--- src/rtl/wfn_pkg.sv ---
// Shared types and constants for the wall following navigator.
// Sample and command payloads, config register set, mode codes, steering constants.
// No dependencies.
package wfn_pkg;

    localparam int RANGE_BITS     = 13;
    localparam int ANGLE_BITS     = 16;
    localparam int TOL_BITS       = ANGLE_BITS - 3;
    localparam int SPEED_BITS     = 10;
    localparam int TURN_BITS      = 11;
    localparam int RATE_BITS      = 12;
    localparam int CFG_INDEX_BITS = 8;
    localparam int CFG_DATA_BITS  = 24;

    // register indexes
    localparam logic [CFG_INDEX_BITS-1:0] CFG_DRIVE_SPEED         = 8'd0;
    localparam logic [CFG_INDEX_BITS-1:0] CFG_TURN_RATE           = 8'd1;
    localparam logic [CFG_INDEX_BITS-1:0] CFG_YAW_TOLERANCE       = 8'd2;
    localparam logic [CFG_INDEX_BITS-1:0] CFG_STOP_DISTANCE       = 8'd3;
    localparam logic [CFG_INDEX_BITS-1:0] CFG_OPEN_DISTANCE       = 8'd4;
    localparam logic [CFG_INDEX_BITS-1:0] CFG_MAX_RANGE           = 8'd5;
    localparam logic [CFG_INDEX_BITS-1:0] CFG_WALL_TARGET         = 8'd6;
    localparam logic [CFG_INDEX_BITS-1:0] CFG_WALL_FOUND_DISTANCE = 8'd7;

    // config reset values
    localparam int RST_DRIVE_SPEED         = 200;
    localparam int RST_TURN_RATE           = 600;
    localparam int RST_YAW_TOLERANCE       = 521;
    localparam int RST_STOP_DISTANCE       = 400;
    localparam int RST_OPEN_DISTANCE       = 700;
    localparam int RST_MAX_RANGE           = 3500;
    localparam int RST_WALL_TARGET         = 300;
    localparam int RST_WALL_FOUND_DISTANCE = 350;

    localparam int SPEED_LIMIT = 1000;
    localparam int RATE_LIMIT  = 1500;

    localparam logic [ANGLE_BITS-1:0] ANGLE_HALF    = {1'b1, {(ANGLE_BITS-1){1'b0}}};
    localparam logic [ANGLE_BITS-1:0] ANGLE_QUARTER = {2'b01, {(ANGLE_BITS-2){1'b0}}};

    // steering numerator n = 14000*T + 142*r - 10000*f (units of 1/20000 mrad/s)
    localparam int N_BITS      = RANGE_BITS + 17;
    localparam int K_TARGET    = 14000;
    localparam int K_RIGHT     = 142;
    localparam int K_FRONT     = 10000;
    localparam int N_SAT       = RATE_LIMIT * 20000;
    localparam int ROUND_BIAS  = 10000 + N_SAT;
    // x/20000 = (x>>5)/625, the latter by reciprocal ceil(2^31/625)
    localparam int DIV_SHIFT   = 5;
    localparam int Y_BITS      = 21;
    localparam int RECIP       = 3435974;
    localparam int RECIP_BITS  = 22;
    localparam int RECIP_SHIFT = 31;

    typedef enum logic [1:0] {
        MODE_FORWARD = 2'd0,
        MODE_TURN    = 2'd1,
        MODE_FIND    = 2'd2
    } mode_t;

    typedef struct packed {
        logic [RANGE_BITS-1:0]        right_range;
        logic [RANGE_BITS-1:0]        front_right_range;
        logic [RANGE_BITS-1:0]        front_range;
        logic [RANGE_BITS-1:0]        left_range;
        logic signed [ANGLE_BITS-1:0] heading;
        logic                         goal_colour_seen;
        logic                         suppress_right_turn;
    } sample_t;

    typedef struct packed {
        logic [SPEED_BITS-1:0]       linear_speed;
        logic signed [RATE_BITS-1:0] angular_rate;
    } command_t;

    typedef struct packed {
        logic [SPEED_BITS-1:0] drive_speed;
        logic [TURN_BITS-1:0]  turn_rate;
        logic [TOL_BITS-1:0]   yaw_tolerance;
        logic [RANGE_BITS-1:0] stop_distance;
        logic [RANGE_BITS-1:0] open_distance;
        logic [RANGE_BITS-1:0] max_range;
        logic [RANGE_BITS-1:0] wall_target;
        logic [RANGE_BITS-1:0] wall_found_distance;
    } cfg_t;

    // decision for one sample, before the steering rate is known
    typedef struct packed {
        logic [SPEED_BITS-1:0]       speed;
        logic                        use_steer;
        logic signed [RATE_BITS-1:0] rate;
    } decide_t;

endpackage

--- src/rtl/wall_following_navigator.sv ---
// Right-hand wall follower: one motion command per sensor sample.
// A sample passes through the input, decide, divide and output registers, in that order, to m_valid.
// Throughput: one sample per cycle while m_ready stays high; the four-register pipeline (input, decide,
// divide, output) sets it, each stage holding while its successor is full and stalled.
// Reset (aresetn low, synchronous): pipeline empty, forward mode, target 0,
// not finished, config registers to their defaults.
module wall_following_navigator import wfn_pkg::*; (
    input  logic                      aclk,
    input  logic                      aresetn,
    // sample channel
    input  logic                      s_valid,
    output logic                      s_ready,
    input  sample_t                   s_data,
    // command channel
    output logic                      m_valid,
    input  logic                      m_ready,
    output command_t                  m_data,
    // config write channel
    input  logic                      cfg_valid,
    output logic                      cfg_ready,
    input  logic [CFG_INDEX_BITS-1:0] cfg_index,
    input  logic [CFG_DATA_BITS-1:0]  cfg_data
);

    // ---------------- config registers ----------------
    // Speeds are clamped on write, so the datapath only sees legal values.
    cfg_t cfg_reg;

    assign cfg_ready = 1'b1;

    always_ff @(posedge aclk) begin
        if (!aresetn) begin
            cfg_reg.drive_speed         <= SPEED_BITS'(RST_DRIVE_SPEED);
            cfg_reg.turn_rate           <= TURN_BITS'(RST_TURN_RATE);
            cfg_reg.yaw_tolerance       <= TOL_BITS'(RST_YAW_TOLERANCE);
            cfg_reg.stop_distance       <= RANGE_BITS'(RST_STOP_DISTANCE);
            cfg_reg.open_distance       <= RANGE_BITS'(RST_OPEN_DISTANCE);
            cfg_reg.max_range           <= RANGE_BITS'(RST_MAX_RANGE);
            cfg_reg.wall_target         <= RANGE_BITS'(RST_WALL_TARGET);
            cfg_reg.wall_found_distance <= RANGE_BITS'(RST_WALL_FOUND_DISTANCE);
        end else if (cfg_valid && cfg_ready) begin
            unique case (cfg_index)
                CFG_DRIVE_SPEED: begin
                    cfg_reg.drive_speed <=
                        (cfg_data[SPEED_BITS-1:0] > SPEED_BITS'(SPEED_LIMIT)) ?
                        SPEED_BITS'(SPEED_LIMIT) : cfg_data[SPEED_BITS-1:0];
                end
                CFG_TURN_RATE: begin
                    cfg_reg.turn_rate <=
                        (cfg_data[TURN_BITS-1:0] > TURN_BITS'(RATE_LIMIT)) ?
                        TURN_BITS'(RATE_LIMIT) : cfg_data[TURN_BITS-1:0];
                end
                CFG_YAW_TOLERANCE:       cfg_reg.yaw_tolerance <= cfg_data[TOL_BITS-1:0];
                CFG_STOP_DISTANCE:       cfg_reg.stop_distance <= cfg_data[RANGE_BITS-1:0];
                CFG_OPEN_DISTANCE:       cfg_reg.open_distance <= cfg_data[RANGE_BITS-1:0];
                CFG_MAX_RANGE:           cfg_reg.max_range     <= cfg_data[RANGE_BITS-1:0];
                CFG_WALL_TARGET:         cfg_reg.wall_target   <= cfg_data[RANGE_BITS-1:0];
                CFG_WALL_FOUND_DISTANCE: begin
                    cfg_reg.wall_found_distance <= cfg_data[RANGE_BITS-1:0];
                end
                default: ; // unknown index: write dropped
            endcase
        end
    end

    // ---------------- pipeline control ----------------
    // Each stage takes a new item when empty or when its own item moves on.
    logic in_valid_reg, st1_valid_reg, st2_valid_reg, out_valid_reg;
    logic rdy1, rdy2, rdy3;

    assign rdy3    = !out_valid_reg || m_ready;
    assign rdy2    = !st2_valid_reg || rdy3;
    assign rdy1    = !st1_valid_reg || rdy2;
    assign s_ready = !in_valid_reg  || rdy1;

    always_ff @(posedge aclk) begin
        if (!aresetn) begin
            in_valid_reg  <= 1'b0;
            st1_valid_reg <= 1'b0;
            st2_valid_reg <= 1'b0;
            out_valid_reg <= 1'b0;
        end else begin
            if (s_ready) in_valid_reg  <= s_valid;
            if (rdy1)    st1_valid_reg <= in_valid_reg;
            if (rdy2)    st2_valid_reg <= st1_valid_reg;
            if (rdy3)    out_valid_reg <= st2_valid_reg;
        end
    end

    // ---------------- input register ----------------
    sample_t in_reg;

    always_ff @(posedge aclk) begin
        if (s_valid && s_ready) begin
            in_reg <= s_data;
        end
    end

    // ---------------- decide stage ----------------
    // Mode state commits when the sample leaves the input register, so the
    // next sample, held in the input register behind it, sees the updated mode and target.
    decide_t cmd_next;
    decide_t cmd1_reg, cmd2_reg;
    logic    advance;

    assign advance = in_valid_reg && rdy1;

    wfn_mode_ctrl u_mode_ctrl (
        .aclk    (aclk),
        .aresetn (aresetn),
        .sample  (in_reg),
        .cfg     (cfg_reg),
        .advance (advance),
        .cmd     (cmd_next)
    );

    // steering runs alongside: numerator with stage 1, quotient with stage 2
    logic signed [RATE_BITS-1:0] steer_rate;

    wfn_steer u_steer (
        .aclk              (aclk),
        .right_range       (in_reg.right_range),
        .front_right_range (in_reg.front_right_range),
        .wall_target       (cfg_reg.wall_target),
        .load_n            (rdy1),
        .load_q            (rdy2),
        .steer_rate        (steer_rate)
    );

    always_ff @(posedge aclk) begin
        if (rdy1) cmd1_reg <= cmd_next;
        if (rdy2) cmd2_reg <= cmd1_reg;
    end

    // ---------------- output register ----------------
    command_t out_reg;

    always_ff @(posedge aclk) begin
        if (rdy3) begin
            out_reg.linear_speed <= cmd2_reg.speed;
            out_reg.angular_rate <= cmd2_reg.use_steer ? steer_rate : cmd2_reg.rate;
        end
    end

    assign m_valid = out_valid_reg;
    assign m_data  = out_reg;

    // ---------------- assertions ----------------
    a_out_range: assert property (@(posedge aclk) disable iff (!aresetn)
        m_valid |-> (m_data.linear_speed <= SPEED_BITS'(SPEED_LIMIT)) &&
                    (m_data.angular_rate <= RATE_BITS'(RATE_LIMIT)) &&
                    (m_data.angular_rate >= -RATE_BITS'(RATE_LIMIT)))
        else $error("command out of range");

    a_full_stall: assert property (@(posedge aclk) disable iff (!aresetn)
        (in_valid_reg && st1_valid_reg && st2_valid_reg && out_valid_reg && !m_ready)
        |-> !s_ready)
        else $error("input taken while pipeline full and stalled");

    a_accept_lands: assert property (@(posedge aclk) disable iff (!aresetn)
        (s_valid && s_ready) |=> in_valid_reg)
        else $error("accepted sample lost");

    a_fixed_cmd: assert property (@(posedge aclk) disable iff (!aresetn)
        (st2_valid_reg && !cmd2_reg.use_steer && cmd2_reg.speed != '0)
        |-> (cmd2_reg.rate == '0))
        else $error("driving command with a turn rate");

endmodule

--- src/rtl/wfn_mode_ctrl.sv ---
// Drive mode machine: forward / turn / find wall, target heading, finished flag.
// Depends on wfn_pkg.
module wfn_mode_ctrl import wfn_pkg::*; (
    input  logic    aclk,
    input  logic    aresetn,
    input  sample_t sample,
    input  cfg_t    cfg,
    input  logic    advance,
    output decide_t cmd
);

    mode_t                 mode_reg, mode_next;
    logic [ANGLE_BITS-1:0] target_reg, target_next;
    logic                  finished_reg, finished_next;

    logic [ANGLE_BITS-1:0]       head;
    logic [ANGLE_BITS-1:0]       err;
    logic [ANGLE_BITS-1:0]       mag;
    logic                        positive;
    logic signed [RATE_BITS-1:0] turn_rate_s;
    logic                        right_gap;

    always_ff @(posedge aclk) begin
        if (!aresetn) begin
            mode_reg     <= MODE_FORWARD;
            target_reg   <= '0;
            finished_reg <= 1'b0;
        end else if (advance) begin
            mode_reg     <= mode_next;
            target_reg   <= target_next;
            finished_reg <= finished_next;
        end
    end

    always_comb begin
        head        = sample.heading;
        err         = target_reg - head;
        positive    = (err != '0) && (err <= ANGLE_HALF);
        mag         = (err > ANGLE_HALF) ? (~err + 1'b1) : err;
        turn_rate_s = signed'(RATE_BITS'(cfg.turn_rate));
        right_gap   = (sample.right_range > cfg.open_distance) &&
                      (sample.right_range < cfg.max_range);

        mode_next     = mode_reg;
        target_next   = target_reg;
        finished_next = finished_reg;
        cmd           = '0;

        if (finished_reg || sample.goal_colour_seen) begin
            finished_next = 1'b1;
        end else begin
            unique case (mode_reg)
                MODE_TURN: begin
                    if (mag < ANGLE_BITS'(cfg.yaw_tolerance)) begin
                        mode_next = MODE_FIND;
                    end else begin
                        cmd.rate = positive ? turn_rate_s : -turn_rate_s;
                    end
                end
                MODE_FIND: begin
                    if (sample.right_range <= cfg.wall_found_distance) begin
                        mode_next = MODE_FORWARD;
                    end else begin
                        cmd.speed = cfg.drive_speed;
                    end
                end
                default: begin
                    if (right_gap && !sample.suppress_right_turn) begin
                        mode_next   = MODE_TURN;
                        target_next = head - ANGLE_QUARTER;
                    end else if (sample.front_range > cfg.stop_distance) begin
                        mode_next     = MODE_FORWARD;
                        cmd.speed     = cfg.drive_speed;
                        cmd.use_steer = 1'b1;
                    end else if (sample.left_range > cfg.open_distance) begin
                        mode_next   = MODE_TURN;
                        target_next = head + ANGLE_QUARTER;
                    end else begin
                        mode_next   = MODE_TURN;
                        target_next = head + ANGLE_HALF;
                    end
                end
            endcase
        end
    end

endmodule

--- src/rtl/wfn_steer.sv ---
// Wall steering rate: numerator stage, then round-divide by 20000 and saturate.
// Depends on wfn_pkg.
module wfn_steer import wfn_pkg::*; (
    input  logic                        aclk,
    input  logic [RANGE_BITS-1:0]       right_range,
    input  logic [RANGE_BITS-1:0]       front_right_range,
    input  logic [RANGE_BITS-1:0]       wall_target,
    input  logic                        load_n,
    input  logic                        load_q,
    output logic signed [RATE_BITS-1:0] steer_rate
);

    localparam int P_BITS = Y_BITS + RECIP_BITS;
    localparam logic signed [N_BITS-1:0] SAT_P = N_BITS'(N_SAT);
    localparam logic signed [N_BITS-1:0] SAT_N = -SAT_P;

    logic signed [N_BITS-1:0]  n_next, n_reg;
    logic signed [N_BITS-1:0]  t_s, r_s, f_s;
    logic signed [N_BITS-1:0]  x;
    logic [Y_BITS-1:0]         y;
    logic [P_BITS-1:0]         prod;
    logic [RATE_BITS-1:0]      q_reg;
    logic                      sat_hi_reg, sat_lo_reg;
    logic signed [RATE_BITS:0] diff;

    // stage 1: constant-gain numerator
    always_comb begin
        t_s    = signed'(N_BITS'(wall_target));
        r_s    = signed'(N_BITS'(right_range));
        f_s    = signed'(N_BITS'(front_right_range));
        n_next = t_s * N_BITS'(K_TARGET) + r_s * N_BITS'(K_RIGHT)
               - f_s * N_BITS'(K_FRONT);
    end

    always_ff @(posedge aclk) begin
        if (load_n) begin
            n_reg <= n_next;
        end
    end

    // stage 2: biased value is positive below saturation, so floor division is plain
    always_comb begin
        x    = n_reg + N_BITS'(ROUND_BIAS);
        y    = x[DIV_SHIFT +: Y_BITS];
        prod = P_BITS'(y) * P_BITS'(RECIP);
    end

    always_ff @(posedge aclk) begin
        if (load_q) begin
            q_reg      <= prod[RECIP_SHIFT +: RATE_BITS];
            sat_hi_reg <= (n_reg >= SAT_P);
            sat_lo_reg <= (n_reg <= SAT_N);
        end
    end

    always_comb begin
        diff = signed'({1'b0, q_reg}) - (RATE_BITS+1)'(RATE_LIMIT);
        if (sat_hi_reg) begin
            steer_rate = RATE_BITS'(RATE_LIMIT);
        end else if (sat_lo_reg) begin
            steer_rate = -RATE_BITS'(RATE_LIMIT);
        end else begin
            steer_rate = diff[RATE_BITS-1:0];
        end
    end

endmodule

--- config.mk ---
export PLATFORM = sky130hd
export DESIGN_NAME = wall_following_navigator
export DESIGN_NICKNAME = d
export VERILOG_FILES = /design/src/rtl/wfn_pkg.sv /design/src/rtl/wall_following_navigator.sv /design/src/rtl/wfn_mode_ctrl.sv /design/src/rtl/wfn_steer.sv
export SDC_FILE = /design/constraint.sdc
export NUM_CORES = 2
export LEC_CHECK = 0
export BUFFER_PORTS_ARGS = -buffer_cell sky130_fd_sc_hd__buf_2
export CORE_ASPECT_RATIO = 0.75
export CORE_MARGIN = 2
export CORE_UTILIZATION = 50
export DETAILED_ROUTE_END_ITERATION = 6
export PLACE_DENSITY = 0.67
export SLEW_MARGIN = 10
export SYNTH_ARGS = -nofsm -noshare
export SYNTH_HDL_FRONTEND = slang
export SYNTH_SLANG_ARGS = --single-unit
--- constraint.sdc ---
create_clock -name aclk -period 9.3 [get_ports aclk]
set_input_delay 0 -clock aclk [delete_from_list [all_inputs] [get_ports aclk]]
set_output_delay 0 -clock aclk [all_outputs]
set_load 0.005 [all_outputs]
After elaboration in Yosys (flattened, before gate mapping)
Index checks and enable logic that the tools add are counted.
{ "word_totals": {"register_bits": 304, "out_inout_bits": 25, "elab_cells": 128} }
{ "op_classes": {"add_sub_neg": 10, "multipliers": 4, "order_cmp": 12, "n_eq_ne": 12, "mux": 19, "bitwise_logic": 4, "n_reduce_logical": 32} }
{ "op_table": {"columns": ["operator", "n"], "rows": [
  ["16-bit two-way mux", 4],
  ["13-bit by 10-bit multiplier with 23-bit output, second input constant", 2],
  ["11-bit two-way mux", 4],
  ["21-bit by 21-bit multiplier with 42-bit output, second input constant", 1],
  ["13-bit greater-than comparator", 3],
  ["12-bit two-way mux", 3],
  ["8-bit by 3-bit equality test with 1-bit output, second input constant", 4],
  ["30-bit adder", 1],
  ["30-bit by 26-bit greater-or-equal comparator with 1-bit output, second input constant", 1],
  ["30-bit by 26-bit less-or-equal comparator with 1-bit output, second input constant", 1],
  ["30-bit subtractor", 1],
  ["26-bit adder, second input constant", 1],
  ["13-bit by 7-bit multiplier with 20-bit output, second input constant", 1],
  ["10-bit two-way mux", 2],
  ["10-bit one-hot mux with 2 select lines", 1],
  ["2-bit AND reduction", 9],
  ["16-bit by 1-bit adder with 16-bit output, second input constant", 1],
  ["16-bit by 15-bit adder with 16-bit output, second input constant", 1],
  ["16-bit adder, second input constant", 1],
  ["8-bit by 2-bit equality test with 1-bit output, second input constant", 2],
  ["16-bit greater-than comparator, second input constant", 1],
  ["16-bit less-or-equal comparator, second input constant", 1],
  ["16-bit by 13-bit less-than comparator with 1-bit output", 1],
  ["16-bit inverter", 1],
  ["other kinds (25)", 45]
]} }

Longest topological paths before layout
{ "depth": {"depth_word": 7, "ltp_mapped": 33, "ltp_nobuf": 33} }

Hierarchy
Synthesis repeated with hierarchy kept, for this count alone.
{ "unflattened": {"cells_unflattened": 3051, "area_unflattened_um2": 30310.3} }
{ "by_module_without_submodules": {"columns": ["mod", "instances", "cells_each", "area_per_inst_um2", "seq_area_each_um2"], "rows": [
  ["wfn_steer", 1, 1880, 17874.6, 1291.2],
  ["wall_following_navigator", 1, 599, 8217.9, 6206.0],
  ["wfn_mode_ctrl", 1, 572, 4217.8, 380.4]
]} }

Worst setup path after synthesis
No wires, ideal clock.
{ "synth_path": {"path_type": "register to register", "from": "register u_steer.n_reg[4]", "to": "register u_steer.q_reg[9] (data pin)", "arrival_ps": 7673, "required_time_ps": 9028, "setup_slack_ps": 1355, "stages_incl_launch_ff": 31, "n_path_buf": 0, "synth_period_minus_slack_ps": 7945, "cell_sequence": "edfxtp_1 -> ha_1 -> a21oi_1 -> nor2b_1 -> o21a_1 -> o21a_1 -> nor2_1 -> nand2_1 -> a31oi_1 -> nor2_1 -> or3_1 -> xnor2_1 -> ha_1 -> inv_1 -> fa_1 -> fa_1 -> inv_1 -> fa_1 -> fa_1 -> fa_1 -> ha_1 -> ha_1 -> a21o_1 -> a21oi_1 -> o221ai_1 -> a21oi_1 -> a21oi_1 -> or2_2 -> o21ai_0 -> mux2i_1 -> o2111ai_1"} }
{ "synth_via": {"elab_chain_len": 2} }
{ "synth_lines": {"columns": ["item", "line_no", "text"], "rows": [
  ["from (decl)", "wfn_steer.sv:17", "logic signed [N_BITS-1:0] n_next, n_reg;"],
  ["from (signal assigned)", "wfn_steer.sv:37", "n_reg <= n_next;"],
  ["26-bit adder", "wfn_steer.sv:43", "x = n_reg + N_BITS'(ROUND_BIAS);"],
  ["21-bit by 21-bit multiplier with 42-bit output", "wfn_steer.sv:45", "prod = P_BITS'(y) * P_BITS'(RECIP);"],
  ["named net u_steer.prod[40]", "wfn_steer.sv:21", "logic [P_BITS-1:0] prod;"],
  ["to (signal assigned)", "wfn_steer.sv:50", "q_reg <= prod[RECIP_SHIFT +: RATE_BITS];"],
  ["to (decl)", "wfn_steer.sv:22", "logic [RATE_BITS-1:0] q_reg;"]
]} }
The timed path passes the listed nets, and every way through them passes these cells.
A chain may end at the register's enable or synchronous reset.

Final worst setup path
{ "layout_path": {"from": "register u_steer.n_reg[6]", "to": "register u_steer.q_reg[9] (data pin)"} }
Same word-level chain as after synthesis.

==> flow_metrics.py <==
metrics = {
    "status": {
        "status": "completed",
    },
    "logic_synthesis": {
        "yosysWarnings": 0,
        "syn_inst": 3040,
        "synth.largest_area_cell": "ha_1",
        "synth-simple-area-share_pct": 9.68,
        "synth.avg_cell_area_sq_um": 9.83,
        "synthFlopType": "edfxtp_1",
        "synth_edf_count": 181,
        "ys_seq_area_share_pct": 26.4,
        "yosysTopAreaCellShare_pct": 21.1,
        "ys_top_cells_by_area": "ha_1 21%, fa_1 18%, edfxtp_1 18%, dfxtp_1 8.2%, inv_1 8.0%",
        "synth_compound_area_share_pct": 10.5,
        "ys_ff_latch": 303,
        "syn-cell-area_sq_um": 29900,
        "synthMuxAreaShare_pct": 1.15,
        "syn-num-nets": 3922,
        "synthAdderAreaFrac_pct": 39.3,
        "synth_top_family_by_area": "adder cells",
        "async_reset_ff_share_pct": 0,
        "synthTopCellsByCount": "634 x inv_1, 503 x ha_1, 272 x fa_1, 200 x nand2_1, 181 x edfxtp_1",
        "post-synth-top-count-cell": "inv_1",
        "ys_types": 84,
        "synth_xor_area_share_pct": 4.30,
    },
    "drt": {
        "firstDrtPassIters": 5,
        "ant_nets": 0,
        "vias_per_cell": 5.33,
        "num_vias": 21600,
        "drt-total-wl_microns": 70900,
        "wl_per_cell_microns": 17.5,
        "drc": 0,
        "drt_iter0_drc": 1445,
    },
    "global_route": {
        "antenna_found_initial": 0,
        "grt_pass1_vias": 22100,
        "overflow": 0,
        "grt_max_degree": 82,
        "grt_pass1_wl_microns": 116000,
        "grt_util_all_layers_pct": 23.7,
    },
    "job": {
        "max-cap-violations": 0,
    },
    "cells_and_area": {
        "fin_area_sq_um": 33500,
        "largest_reg_flops": 99,
        "diodes": 0,
        "final_nets": 4121,
        "fillers": 5134,
        "drive_gt1_share_pct": 6.86,
        "syn_to_final_growth_pct": 12.0,
    },
    "timing": {
        "rsz0062_at_grt": "no",
        "final.setup.worst_slack_ns": 0.593,
        "fmax_mhz": 115,
        "hold_viol": 0,
        "min_period_ns": 8.71,
        "drv_slew": 0,
        "timing.final.crit_share_pct": 93.6,
        "setup_violations": 0,
        "fin_hold_ws_ns": 0.0895,
        "skew_ns": 0.0413,
        "tightest_slew_ns": 1.21,
        "tns_ns": 0,
        "slew_headroom_pct": 19.0,
    },
    "clock_tree": {
        "cts_root_buf": "clkbuf_16",
        "htree_levels": 2,
        "cts_resized": 0,
        "clk_path_buf_depth": 3,
        "clock_sinks": 303,
        "cts_buffers": 35,
        "clk-insertion-delay-late_ns": 0.56,
        "cts_tree": "yes",
        "clkTransAtPathRegs_ns": 0.06,
        "postCtsSetupRepairBufs": 0,
        "hold_buffers": 86,
    },
    "placed_design": {
        "place.detailed.hpwl_microns": 57700,
        "dpl-instance-area_sq_um": 31400,
        "globalplace.congestion": 0.920,
        "port_buffers": 119,
        "dp_slack_ns": 0.669,
    },
    "worst_setup_path": {
        "reg2reg_depth": 30,
        "crit_path_max_fanout": 4,
        "cp.arrival_ns": 8.97,
        "start_kind": "flip-flop",
        "worstSetupPathType": "flip-flop to flip-flop",
        "cp_common_cell": "fa_1",
        "crit_path_max_incr_delay_ns": 0.56,
        "cpMaxStageDelayCell": "fa_1",
        "critPathRequiredTime_ns": 9.56,
        "endpoint_kind": "flip-flop",
    },
    "floorplan": {
        "fp.coreArea_sq_um": 59100,
        "num_rows": 77,
        "die_w_microns": 286,
        "initial_core_util_pct": 50.6,
        "dieArea_sq_um": 61800,
        "io_pins": 132,
        "die_h_microns": 216,
    },
    "min_path": {
        "holdPathStages": 4,
        "hold_class": "primary input to flip-flop",
    },
}
-- metrics by stage --
stage / instances / util, %
6_report: 4056 / 56.7
5_1_grt: 4056 / 56.7
4_1_cts: 4056 / 56.7
3_5_place_dp: 3906 / 53.1
3_3_place_gp: 3906 / 53.1
2_1_floorplan: 3040 / -
-- kinds of logic (layout without fill, tap and decap cells) --
group | Yosys count | in the layout
adders and majority gates | 775 | 775
xor gates and xnor gates | 146 | 146
AOI/OAI and AO/OA | 483 | 483
DFF | 303 | 303
and+or+nand+nor | 607 | 607
buffers and inverters | 691 | 917
other | 1 | 1
muxes | 34 | 34
-- layer usage --
metal	vias up	wire length, microns	track usage (%)
met5	-	0	0
met4	0	1250	4.80
met3	83	3810	2.95
met2	505	30700	36.5
met1	10500	35100	35.7
li1	10500	-	-
-- worst paths after layout --
path	endpoint	slack [ns]	startpoint
worst max register to register	u_steer.q_reg[9]	0.59	u_steer.n_reg[6]
worst max-delay path	u_steer.q_reg[9]	0.59	u_steer.n_reg[6]
worst min register to register	cmd2_reg[12]	0.42	cmd1_reg[12]
worst min-delay path	cfg_reg[7]	0.09	cfg_index[1]
-- final cells by class --
type,count,area (sq um),area share [%]
clock buffer,49,1060,3.16
clock inverter,15,188,0.561
inverter,635,2380,7.12
multi-input combinational,2046,19400,58.0
sequential,303,7880,23.5
tap,790,988,2.95
timing repair buffer,218,1550,4.64
-- layout by cell type, fill, tap and decap left out, types with 21 or more instances in the layout --
cell type and n:
inv_1 633, ha_1 503, fa_1 272, nand2_1 200, edfxtp_1 181, nor2_1 151
a21oi_1 146, dfxtp_1 122, buf_2 119, xnor2_1 102, dlygate4sd3_1 86, o21ai_0 80
a21o_1 46, nand3_1 44, xor2_1 43, clkbuf_16 39, o211ai_1 34, o21a_1 33
mux2i_1 32, nor3_1 31, and3_1 27, nor2b_1 24, nand2b_1 22, or3_1 21
-- worst max-delay path, delay by kind of cell (launching register included) --
kind	cells	cell delay, ns
multiplexers	1	0.27
AND/OR/NAND/NOR	7	1.37
buffers and inverters	2	0.11
XOR/XNOR	1	0.41
AO/OA/AOI/OAI	11	2.16
adder cells (fa/ha/maj)	8	3.62
flip-flops	1	0.44
Power is left out: the tool's default activity adds up to more than one toggle a clock period on the data nets, which glitch-free logic cannot reach.
